--- src/sv/int_to_ascii_digits_assert.svh ---
// Assertion macros for the int_to_ascii_digits block.
// Included by the top level only; no other dependencies.
`ifndef INT_TO_ASCII_DIGITS_ASSERT_SVH
`define INT_TO_ASCII_DIGITS_ASSERT_SVH

// Same-cycle implication, off while reset is held.
`define ITA_ASSERT_IMPL(label, clk, rstn, ante, cons) \
    label: assert property (@(posedge clk) disable iff (!(rstn)) (ante) |-> (cons)) \
        else $error("assertion failed: label");

// Next-cycle implication, off while reset is held.
`define ITA_ASSERT_NEXT(label, clk, rstn, ante, cons) \
    label: assert property (@(posedge clk) disable iff (!(rstn)) (ante) |=> (cons)) \
        else $error("assertion failed: label");

// Next-cycle implication that is also checked across reset.
`define ITA_ASSERT_NEXT_ALWAYS(label, clk, ante, cons) \
    label: assert property (@(posedge clk) (ante) |=> (cons)) \
        else $error("assertion failed: label");

`endif

--- src/sv/ita_pkg.sv ---
// Shared types, constants and helper functions for int_to_ascii_digits.
// No dependencies; imported by every module of the block.
package ita_pkg;

    localparam int ValueW        = 32;
    localparam int DigitW        = 4;
    localparam int NumDigits     = 10;
    localparam int NumHexDigits  = ValueW / DigitW;
    localparam int BcdW          = NumDigits * DigitW;
    localparam int PosW          = $clog2(NumDigits);
    localparam int StepsPerStage = 4;
    localparam int NumStages     = ValueW / StepsPerStage;
    localparam int CharW         = 8;

    localparam logic [PosW-1:0]   MaxDecWidth = PosW'(NumDigits);
    localparam logic [PosW-1:0]   MaxHexWidth = PosW'(NumHexDigits);
    localparam logic [CharW-1:0]  AsciiZero   = 8'h30;
    localparam logic [CharW-1:0]  AsciiUpperA = 8'h41;
    localparam logic [DigitW-1:0] DecBase     = 4'd10;
    localparam logic [DigitW-1:0] DabbleLimit = 4'd5;
    localparam logic [DigitW-1:0] DabbleAdd   = 4'd3;

    typedef enum logic {
        RADIX_DEC = 1'b0,
        RADIX_HEX = 1'b1
    } radix_t;

    typedef enum logic [1:0] {
        REG_RADIX_MODE  = 2'd0,
        REG_DIGIT_COUNT = 2'd1,
        REG_FILL_CHAR   = 2'd2
    } reg_index_t;

    typedef struct packed {
        radix_t           radix_mode;
        logic [PosW-1:0]  digit_count;
        logic [CharW-1:0] fill_char;
    } cfg_t;

    // One item moving through the binary-to-BCD pipeline.
    typedef struct packed {
        logic [BcdW-1:0]   bcd;
        logic [ValueW-1:0] bin;
        logic [ValueW-1:0] raw;
    } work_t;

    // StepsPerStage shift-and-add-3 steps on one item.
    function automatic work_t dabble_steps(work_t w);
        work_t r;
        r = w;
        for (int s = 0; s < StepsPerStage; s++) begin
            for (int d = 0; d < NumDigits; d++) begin
                if (r.bcd[d*DigitW +: DigitW] >= DabbleLimit) begin
                    r.bcd[d*DigitW +: DigitW] = r.bcd[d*DigitW +: DigitW] + DabbleAdd;
                end
            end
            r.bcd = {r.bcd[BcdW-2:0], r.bin[ValueW-1]};
            r.bin = {r.bin[ValueW-2:0], 1'b0};
        end
        return r;
    endfunction

    function automatic logic [CharW-1:0] digit_to_ascii(logic [DigitW-1:0] d);
        logic [CharW-1:0] c;
        if (d < DecBase) begin
            c = AsciiZero + CharW'(d);
        end else begin
            c = AsciiUpperA + CharW'(d - DecBase);
        end
        return c;
    endfunction

endpackage

--- src/sv/ita_dabble_stage.sv ---
// One register stage of the binary-to-BCD pipeline.
// Depends on ita_pkg for work_t and dabble_steps.
module ita_dabble_stage (
    input  logic           aclk,
    input  logic           aresetn,
    input  logic           in_valid,
    output logic           in_ready,
    input  ita_pkg::work_t in_data,
    output logic           out_valid,
    input  logic           out_ready,
    output ita_pkg::work_t out_data
);
    import ita_pkg::*;

    logic  valid_reg;
    work_t data_reg;

    assign in_ready  = !valid_reg || out_ready;
    assign out_valid = valid_reg;
    assign out_data  = data_reg;

    always_ff @(posedge aclk) begin
        if (!aresetn) begin
            valid_reg <= 1'b0;
        end else if (in_ready) begin
            valid_reg <= in_valid;
        end
    end

    always_ff @(posedge aclk) begin
        if (in_ready && in_valid) begin
            data_reg <= dabble_steps(in_data);
        end
    end

endmodule

--- src/sv/ita_serializer.sv ---
// Turns one converted value into a stream of characters, most significant first,
// with leading-zero fill and the width check. Depends on ita_pkg.
module ita_serializer (
    input  logic                      aclk,
    input  logic                      aresetn,
    input  ita_pkg::cfg_t             cfg,
    input  logic                      in_valid,
    output logic                      in_ready,
    input  ita_pkg::work_t            in_data,
    output logic                      m_valid,
    input  logic                      m_ready,
    output logic [ita_pkg::CharW-1:0] m_char_code,
    output logic                      m_last_char,
    output logic                      m_bad_width
);
    import ita_pkg::*;

    logic                              busy_reg;
    logic [NumDigits-1:0][DigitW-1:0]  digits_reg;
    logic [PosW-1:0]                   pos_reg;
    logic                              leading_reg;
    logic                              bad_reg;

    logic                              out_valid_reg;
    logic [CharW-1:0]                  char_reg;
    logic                              last_reg;
    logic                              badw_reg;

    logic                              emit;
    logic                              load;
    logic                              is_last;
    logic                              bad_next;
    logic [DigitW-1:0]                 cur_digit;
    logic                              use_fill;
    logic [CharW-1:0]                  char_next;
    logic [NumDigits-1:0][DigitW-1:0]  digits_next;

    assign emit      = busy_reg && (!out_valid_reg || m_ready);
    assign is_last   = (pos_reg == '0);
    assign in_ready  = !busy_reg || (emit && is_last);
    assign load      = in_valid && in_ready;
    assign cur_digit = digits_reg[pos_reg];
    assign use_fill  = leading_reg && (cur_digit == '0) && !is_last;

    always_comb begin
        if (bad_reg) begin
            char_next = '0;
        end else if (use_fill) begin
            char_next = cfg.fill_char;
        end else begin
            char_next = digit_to_ascii(cur_digit);
        end
    end

    always_comb begin
        if (cfg.radix_mode == RADIX_HEX) begin
            bad_next    = (cfg.digit_count == '0) || (cfg.digit_count > MaxHexWidth);
            digits_next = {{(BcdW-ValueW){1'b0}}, in_data.raw};
        end else begin
            bad_next    = (cfg.digit_count == '0) || (cfg.digit_count > MaxDecWidth);
            digits_next = in_data.bcd;
        end
    end

    always_ff @(posedge aclk) begin
        if (!aresetn) begin
            busy_reg      <= 1'b0;
            out_valid_reg <= 1'b0;
        end else begin
            if (load) begin
                busy_reg <= 1'b1;
            end else if (emit && is_last) begin
                busy_reg <= 1'b0;
            end
            if (emit) begin
                out_valid_reg <= 1'b1;
            end else if (m_ready) begin
                out_valid_reg <= 1'b0;
            end
        end
    end

    always_ff @(posedge aclk) begin
        if (load) begin
            digits_reg  <= digits_next;
            bad_reg     <= bad_next;
            leading_reg <= 1'b1;
            pos_reg     <= bad_next ? '0 : cfg.digit_count - PosW'(1);
        end else if (emit) begin
            // drop the fill once the first significant digit has gone out
            if (!use_fill) begin
                leading_reg <= 1'b0;
            end
            if (!is_last) begin
                pos_reg <= pos_reg - PosW'(1);
            end
        end
        if (emit) begin
            char_reg <= char_next;
            last_reg <= is_last;
            badw_reg <= bad_reg;
        end
    end

    assign m_valid     = out_valid_reg;
    assign m_char_code = char_reg;
    assign m_last_char = last_reg;
    assign m_bad_width = badw_reg;

endmodule

--- src/sv/int_to_ascii_digits.sv ---
// Top level of int_to_ascii_digits: configuration registers, BCD pipeline, serializer.
// Depends on ita_pkg, ita_dabble_stage, ita_serializer and int_to_ascii_digits_assert.svh.
//
// Usage:
//   s_valid/s_ready/s_value carries one 32-bit unsigned value per transaction.
//   m_valid/m_ready carries one character per transaction: m_char_code, with
//   m_last_char on the final character of a value and m_bad_width when the
//   digit count does not suit the radix (then a single transaction, code 0).
//   The APB port holds radix_mode (0x0), digit_count (0x4) and fill_char (0x8);
//   write it only while no value is in flight.
// Path: the first character of a value is presented after 8 binary-to-BCD
//   stages of 4 shift steps each, then the serializer load and its output
//   register.
// Throughput: a value gives digit_count characters (1 on a width error); the
//   serializer puts out one character per cycle while m_ready is high; the
//   pipeline queues up to 8 further values behind it.
// Reset: synchronous, active low; empties the pipeline and the output register
//   and restores decimal, 10 digits, fill 0x20.
// Stall: a low m_ready holds the current character; the serializer and the
//   pipeline back up in turn and s_ready drops once all stages are full.
module int_to_ascii_digits (
    input  logic        aclk,
    input  logic        aresetn,
    input  logic        s_valid,
    output logic        s_ready,
    input  logic [31:0] s_value,
    output logic        m_valid,
    input  logic        m_ready,
    output logic [7:0]  m_char_code,
    output logic        m_last_char,
    output logic        m_bad_width,
    input  logic        psel,
    input  logic        penable,
    input  logic        pwrite,
    input  logic [3:0]  paddr,
    input  logic [31:0] pwdata,
    output logic [31:0] prdata,
    output logic        pready
);
    import ita_pkg::*;

    radix_t           radix_mode_reg;
    logic [PosW-1:0]  digit_count_reg;
    logic [CharW-1:0] fill_char_reg;
    reg_index_t       reg_idx;
    logic             cfg_write;
    cfg_t             cfg;

    logic  [NumStages:0] pipe_valid;
    logic  [NumStages:0] pipe_ready;
    work_t               pipe_data [NumStages+1];

    assign pready    = 1'b1;
    assign reg_idx   = reg_index_t'(paddr[3:2]);
    assign cfg_write = psel && penable && pwrite && pready;

    always_ff @(posedge aclk) begin
        if (!aresetn) begin
            radix_mode_reg  <= RADIX_DEC;
            digit_count_reg <= 4'd10;
            fill_char_reg   <= 8'h20;
        end else if (cfg_write) begin
            unique case (reg_idx)
                REG_RADIX_MODE:  radix_mode_reg  <= radix_t'(pwdata[0]);
                REG_DIGIT_COUNT: digit_count_reg <= pwdata[PosW-1:0];
                REG_FILL_CHAR:   fill_char_reg   <= pwdata[CharW-1:0];
                default: ;
            endcase
        end
    end

    always_comb begin
        unique case (reg_idx)
            REG_RADIX_MODE:  prdata = {31'b0, radix_mode_reg};
            REG_DIGIT_COUNT: prdata = {{(32-PosW){1'b0}}, digit_count_reg};
            REG_FILL_CHAR:   prdata = {{(32-CharW){1'b0}}, fill_char_reg};
            default:         prdata = '0;
        endcase
    end

    assign cfg.radix_mode  = radix_mode_reg;
    assign cfg.digit_count = digit_count_reg;
    assign cfg.fill_char   = fill_char_reg;

    assign pipe_valid[0]    = s_valid;
    assign s_ready          = pipe_ready[0];
    assign pipe_data[0].bcd = '0;
    assign pipe_data[0].bin = s_value;
    assign pipe_data[0].raw = s_value;

    for (genvar g = 0; g < NumStages; g++) begin : g_stage
        ita_dabble_stage u_stage (
            .aclk     (aclk),
            .aresetn  (aresetn),
            .in_valid (pipe_valid[g]),
            .in_ready (pipe_ready[g]),
            .in_data  (pipe_data[g]),
            .out_valid(pipe_valid[g+1]),
            .out_ready(pipe_ready[g+1]),
            .out_data (pipe_data[g+1])
        );
    end

    ita_serializer u_ser (
        .aclk       (aclk),
        .aresetn    (aresetn),
        .cfg        (cfg),
        .in_valid   (pipe_valid[NumStages]),
        .in_ready   (pipe_ready[NumStages]),
        .in_data    (pipe_data[NumStages]),
        .m_valid    (m_valid),
        .m_ready    (m_ready),
        .m_char_code(m_char_code),
        .m_last_char(m_last_char),
        .m_bad_width(m_bad_width)
    );

`include "int_to_ascii_digits_assert.svh"

    `ITA_ASSERT_IMPL(a_bad_is_single, aclk, aresetn, m_valid && m_bad_width, m_last_char && (m_char_code == 8'h00))
    `ITA_ASSERT_NEXT(a_chars_contiguous, aclk, aresetn, m_valid && m_ready && !m_last_char, m_valid)
    `ITA_ASSERT_NEXT_ALWAYS(a_reset_empties, aclk, !aresetn, !m_valid && s_ready)

endmodule

--- config.mk ---
export PLATFORM = sky130hd
export DESIGN_NAME = int_to_ascii_digits
export DESIGN_NICKNAME = d
export VERILOG_FILES = /design/src/sv/ita_pkg.sv /design/src/sv/ita_dabble_stage.sv /design/src/sv/ita_serializer.sv /design/src/sv/int_to_ascii_digits.sv
export VERILOG_INCLUDE_DIRS = /design/src /design/src/sv
export SDC_FILE = /design/constraint.sdc
export NUM_CORES = 1
export LEC_CHECK = 0
export ABC_AREA = 1
export BUFFER_PORTS_ARGS = -buffer_cell sky130_fd_sc_hd__buf_2
export CAP_MARGIN = 20
export CORE_ASPECT_RATIO = 0.6
export CORE_UTILIZATION = 33
export DETAILED_ROUTE_END_ITERATION = 8
export PLACE_DENSITY_LB_ADDON = 0.1
export SLEW_MARGIN = 15
export SYNTH_ARGS = -nofsm -noshare
export SYNTH_HDL_FRONTEND = slang
export SYNTH_SLANG_ARGS = --single-unit
--- constraint.sdc ---
create_clock -name aclk -period 7 [get_ports aclk]
set_clock_uncertainty 0.2 [all_clocks]
set_input_delay 1.4 -clock aclk [delete_from_list [all_inputs] [get_ports aclk]]
set_output_delay 1.4 -clock aclk [all_outputs]
set_load 0.1 [all_outputs]
; After elaboration in Yosys (flattened, before gate mapping)
; Index checks and enable logic that the tools add are counted.
[word_totals]
output_inout_bits = 45
input_bits = 75
word_cells = 1213
ff_bits = 767
[classes]
n_reduce_logical = 50
add_sub_neg = 294
muxes = 520
n_eq_ne = 3
magnitude_cmp = 293
bitwise_logic = 1
[op_table]
columns = cell, n
row1 = $mux W4, 461
row2 = $ge A4 B3 Y1 const B, 289
row3 = $add A4 B2 Y4 const B, 261
row4 = $mux W3, 49
row5 = $add A3 B2 Y3 const B, 28
row6 = $mux W32, 1
row7 = $pmux W8 S3, 1
row8 = $bmux W4 S4, 1
row9 = $mux W8, 2
row10 = $logic_and A1 B1 Y1, 15
row11 = $logic_not A4 Y1, 3
row12 = $logic_or A1 B1 Y1, 12
row13 = $logic_not A1 Y1, 11
row14 = $reduce_and A2 Y1, 5
row15 = $add A7 B8 Y8 const A, 1
row16 = $gt A4 B4 Y1 const B, 2
row17 = $sub A4 B1 Y4 const B, 2
row18 = $add A6 B4 Y7 const A, 1
row19 = $reduce_bool A2 Y1, 3
row20 = $lt A4 B5 Y1 const B, 1
row21 = $mux W1, 5
row22 = $sub A4 B4 Y5 const B, 1
row23 = $lt A4 B4 Y1 const B, 1
row24 = $eq A2 B1 Y1 const B, 1
row25 = other kinds (4), 4

; Depth between registers and ports, before layout
[depth]
word_depth = 23
depth_mapped = 27
depth_no_buf = 27

; Cells and area by module
; A second synthesis with hierarchy kept.
[hier_totals]
hier_cells = 7797
hier_area_um2 = 62143.4
[by_module_without_submodules]
columns = module, cells_per_inst, n_inst, seq_area_each_um2, area_per_inst_um2
row1 = ita_dabble_stage, 909, 8, 3022.9, 7257.0
row2 = ita_serializer, 391, 1, 1711.6, 3248.1
row3 = int_to_ascii_digits, 134, 1, 260.2, 839.6

; Worst setup path before layout
; OpenSTA, ideal clock, no wires.
[synth_timing]
path_kind = in2reg
startpoint = input port m_ready
endpoint = register g_stage[4].u_stage.data_reg (netlist bit g_stage[4].u_stage.out_data[0]) (enable)
n_path_buf = 0
slack_ns = 1.603
path_stages = 10
required_time_ns = 6.310
setup_time_ns = 0.490
arrival_time_ns = 4.707
path_cell_list = inv_1 nand2_1 nand2_1 nand2_1 nor2_1 inv_1 nor2_1 inv_1 nor2_2 a21oi_1
[synth_via]
elab_chain_len = 9
[synth_rtl]
columns = element, line
row1 = start: declaration, int_to_ascii_digits.sv:28  ; input logic m_ready,
row2 = $logic_or A1 B1 Y1, ita_serializer.sv:38  ; assign emit = busy_reg && (!out_valid_reg || m_ready);
row3 = $logic_and A1 B1 Y1, ita_serializer.sv:38
row4 = $logic_and A1 B1 Y1, ita_serializer.sv:40  ; assign in_ready = !busy_reg || (emit && is_last);
row5 = $logic_or A1 B1 Y1, ita_serializer.sv:40
row6 = $logic_or A1 B1 Y1 (4 in a row), ita_dabble_stage.sv:18  ; assign in_ready = !valid_reg || out_ready;
row7 = $logic_and A1 B1 Y1, ita_dabble_stage.sv:31  ; if (in_ready && in_valid) begin
row8 = end signal: assignment, ita_dabble_stage.sv:32  ; data_reg <= dabble_steps(in_data);
row9 = end: declaration, ita_dabble_stage.sv:16  ; work_t data_reg;
; Every way passes these cells.
; A chain may end at the register's enable or synchronous reset.

; Worst setup path in the final report
[layout_timing]
startpoint = register u_ser.pos_reg[0]
endpoint = output port s_ready
[layout_via]
elab_chain_len = 11
[layout_rtl]
columns = element, line
row1 = start: declaration, ita_serializer.sv:20  ; logic [PosW-1:0] pos_reg;
row2 = start signal: assignment, ita_serializer.sv:88  ; pos_reg <= bad_next ? '0 : cfg.digit_count - PosW'(1);
row3 = start signal: assignment, ita_serializer.sv:95  ; pos_reg <= pos_reg - PosW'(1);
row4 = $logic_not A4 Y1, ita_serializer.sv:39  ; assign is_last = (pos_reg == '0);
row5 = named net u_ser.is_last, ita_serializer.sv:31  ; logic is_last;
row6 = $logic_and A1 B1 Y1, ita_serializer.sv:40
row7 = $logic_or A1 B1 Y1, ita_serializer.sv:40
row8 = $logic_or A1 B1 Y1 (8 in a row), ita_dabble_stage.sv:18
row9 = end: declaration, int_to_ascii_digits.sv:25  ; output logic s_ready,
; The timed path passes the listed nets, and every way through them passes these cells.

==> impl_metrics.ini <==
[detailed_routing]
vias_per_cell = 4.50
vias = 24400
wl_mm = 68.2
drc_errors = 0
drt_iter0_markers = 1352
post_drt_wl_per_cell_um = 12.6
ant_nets = 0
dr.pass1.iters = 6

[sta]
relSlewSlack_pct = 31.7
hold_viol_final = 0
tns_ns = 0
rsz0062_at_grt = false
fin_crit_ns = 5.48
worstMarginPinSlew_ns = 1.03
fmax_ghz = 0.182
slew_viol_final = 0
layout_setup_ws_ns = 1.52
setup_viol = 0
period_share_pct = 78.3

[clock_network]
cts_tree = yes
post_cts_resized = 0
clkSinkCount = 512
cts_buffers = 53
cts_setup_buffers = 0
cts_hold_buf = 0
cts-root-buf = clkbuf_16
cts.path.max_buffers = 3
htree_levels = 2
clkTransAtPathRegs_ns = 0.06
insertion_delay_ns = 0.63

[setup_path]
cp_cell_sequence = inv_1 > ha_1 > nand2_1 > nor2_1 > nand2_1 > nand2_1 > nor2_1 > inv_1 > nor2_1 > inv_1 > nor2_2 > nand2_1 > nor2_1 > nand2_1 > nor2_2 > nand2_1 > buf_2
crit_arrival_ns = 3.88
worstPathMaxFanout = 22
rr_startpoint = u_ser.pos_reg[1]$_DFFE_PP_
critPathBufInv = 4
slowest_stage = edfxtp_1
rrSetupSlack_ns = 3.13
crit_path_start_kind = flip-flop
worstPathRequired_ns = 5.40
worstRegToRegCells = 17
cp_top_family = simple AND/OR/NAND/NOR gates
critPathMostFrequentCell = nand2_1
r2r-end = g_stage[3].u_stage.out_data[82]$_DFFE_PP_
slowest_delay_ns = 0.76
path_class = flip-flop to output port
cp-end-kind = output port

[min_path]
hold_path_end = g_stage[2].u_stage.out_data[10]$_DFFE_PP_
min_from = g_stage[1].u_stage.out_data[10]$_DFFE_PP_
hp-class = flip-flop to flip-flop
hold_depth = 0

[power_and_ir_drop]
finalPower_mw = 11.7
vdd_ir_drop_max_v = 0.000454
power.leakage_nw = 17.5
powerDensity_mw_per_mm2 = 323

[synth]
synthFlopType = edfxtp_1
synthArstFlopShare_pct = 0
yosysTopAreaCellShare_pct = 45.3
ys_seq_area_share_pct = 46.8
yosys.area.top_type = edfxtp_1
synthCells = 3960
ys_seq_elements = 512
yosys_warnings = 0
synth-edff-count = 488
avgSynthCellArea_um2 = 8.17
netlist_area_mm2 = 0.0324
yosysUniqueCellTypes = 46
synth_area_leaders = edfxtp_1 45%, nand2_1 16%, inv_1 7.7%, ha_1 6.0%, nand3_1 5.6%

[placed_design]
dp_hpwl_mm = 51.6
pre_cts_ws_ns = 1.86
place_congestion = 0.809
portBuffers = 68

[global_route]
grt_pass1_vias = 22000
antenna_found_initial = 1
gr-usage-all-layers_pct = 13.8
grt_pass1_wl_mm = 112
grt_max_degree = 69
grt_overflow = 0

[die]
core_mm2 = 0.0966
pin_count = 120
rows = 88
die_h_um = 245
start_util_pct = 33.5
dieWidth_um = 406
die_area_mm2 = 0.0993

[cells_and_area]
layout_common_cells = 1351 x nand2_1, 659 x inv_1, 488 x edfxtp_1
drive_gt1_share_pct = 10.5
fin_nets = 4307
largest_reg_flops = 433
syn_to_final_growth_pct = 11.5
layout_commonest_cell = nand2_1
fillCellCount = 9751
num_antenna_cells = 0

[run]
drv_cap = 0

[outcome]
status = finished, final reports clean
-- stage by stage --
stage	hold WS, ns	area [µm²]	util (%)	instances
6_report	0.211	36100	37.3	5427
5_1_grt	0.219	36100	37.3	5427
4_1_cts	0.214	36100	37.3	5427
3_5_place_dp	0.205	34300	35.5	5328
3_3_place_gp	0.200	34300	35.5	5328
2_1_floorplan	0.200	32400	-	3983
-- worst max-delay path by stage --
stage / startpoint / depth (start not counted) / end
after floorplan: m_ready / 10 / g_stage[4].u_stage.out_data[0]$_DFFE_PP_
after global placement: m_ready / 16 / s_ready
after detailed placement: m_ready / 16 / s_ready
after CTS: u_ser.pos_reg[0]$_DFFE_PP_ / 17 / s_ready
after global routing: u_ser.pos_reg[0]$_DFFE_PP_ / 17 / s_ready
final: u_ser.pos_reg[0]$_DFFE_PP_ / 17 / s_ready
-- cell usage after synthesis, types with 56 or more instances --
library cell / count
nand3_2: 72
nand2_2: 137
ha_1: 154
o21ai_0: 113
xor2_1: 63
inv_1: 663
edfxtp_1: 488
a21oi_1: 56
nand4_1: 108
nor2_1: 109
nand2_1: 1351
nand3_1: 363
-- layer usage --
| metal | global-route usage (%) | part of all wire (%) |
|---|---|---|
| met1 | 22.6 | 58 |
| met2 | 18.2 | 36 |
| met3 | 2.37 | 4.8 |
| met4 | 2.72 | 1.6 |
| met5 | 0 | 0 |
-- power breakdown --
group | leakage, nW | switching, mW | total, mW | internal (mW)
Combinational | 12.0 | 3.27 | 4.89 | 1.62
Clock | 0.843 | 1.27 | 2.90 | 1.63
Sequential | 4.64 | 0.0851 | 3.87 | 3.79
Total | 17.5 | 4.62 | 11.7 | 7.04
-- layout make-up --
class / count / area (µm²) / area share, %
Multi-Input combinational cell: 2764 / 14600 / 40.5
Clock buffer: 64 / 1370 / 3.79
Inverter: 667 / 2500 / 6.94
Sequential cell: 512 / 15100 / 42.0
Tap cell: 1305 / 1630 / 4.53
Clock inverter: 35 / 389 / 1.08
Timing Repair Buffer: 80 / 430 / 1.19
-- worst reg2reg max path: stages, from the launching register on --
cell	delay, ns
edfxtp_1	0.56
inv_1	0.26
ha_1	0.23
nand2_1	0.06
nor2_1	0.31
nand2_1	0.12
nand2_1	0.12
nor2_1	0.05
inv_1	0.09
nor2_1	0.05
inv_1	0.11
nor2_2	0.10
nand2_1	0.09
nor2_1	0.06
inv_1	0.07
nand2_1	0.07
inv_2	0.51
buf_4	0.48
-- cells by family (layout without fill, tap and decap cells) --
kind of cell	Yosys count	after routing	share of synthesized area, %
and+or+nand+nor	2196	2196	30.7
AOI/OAI and AO/OA	312	312	5.76
muxes	2	2	0.0619
other	2	25	0.0232
xor gates and xnor gates	75	75	2.19
adders and majority gates	154	154	5.95
DFF	512	512	46.8
buffers and inverters	707	846	8.49
Note: power is estimated with default switching activity, not from simulation.
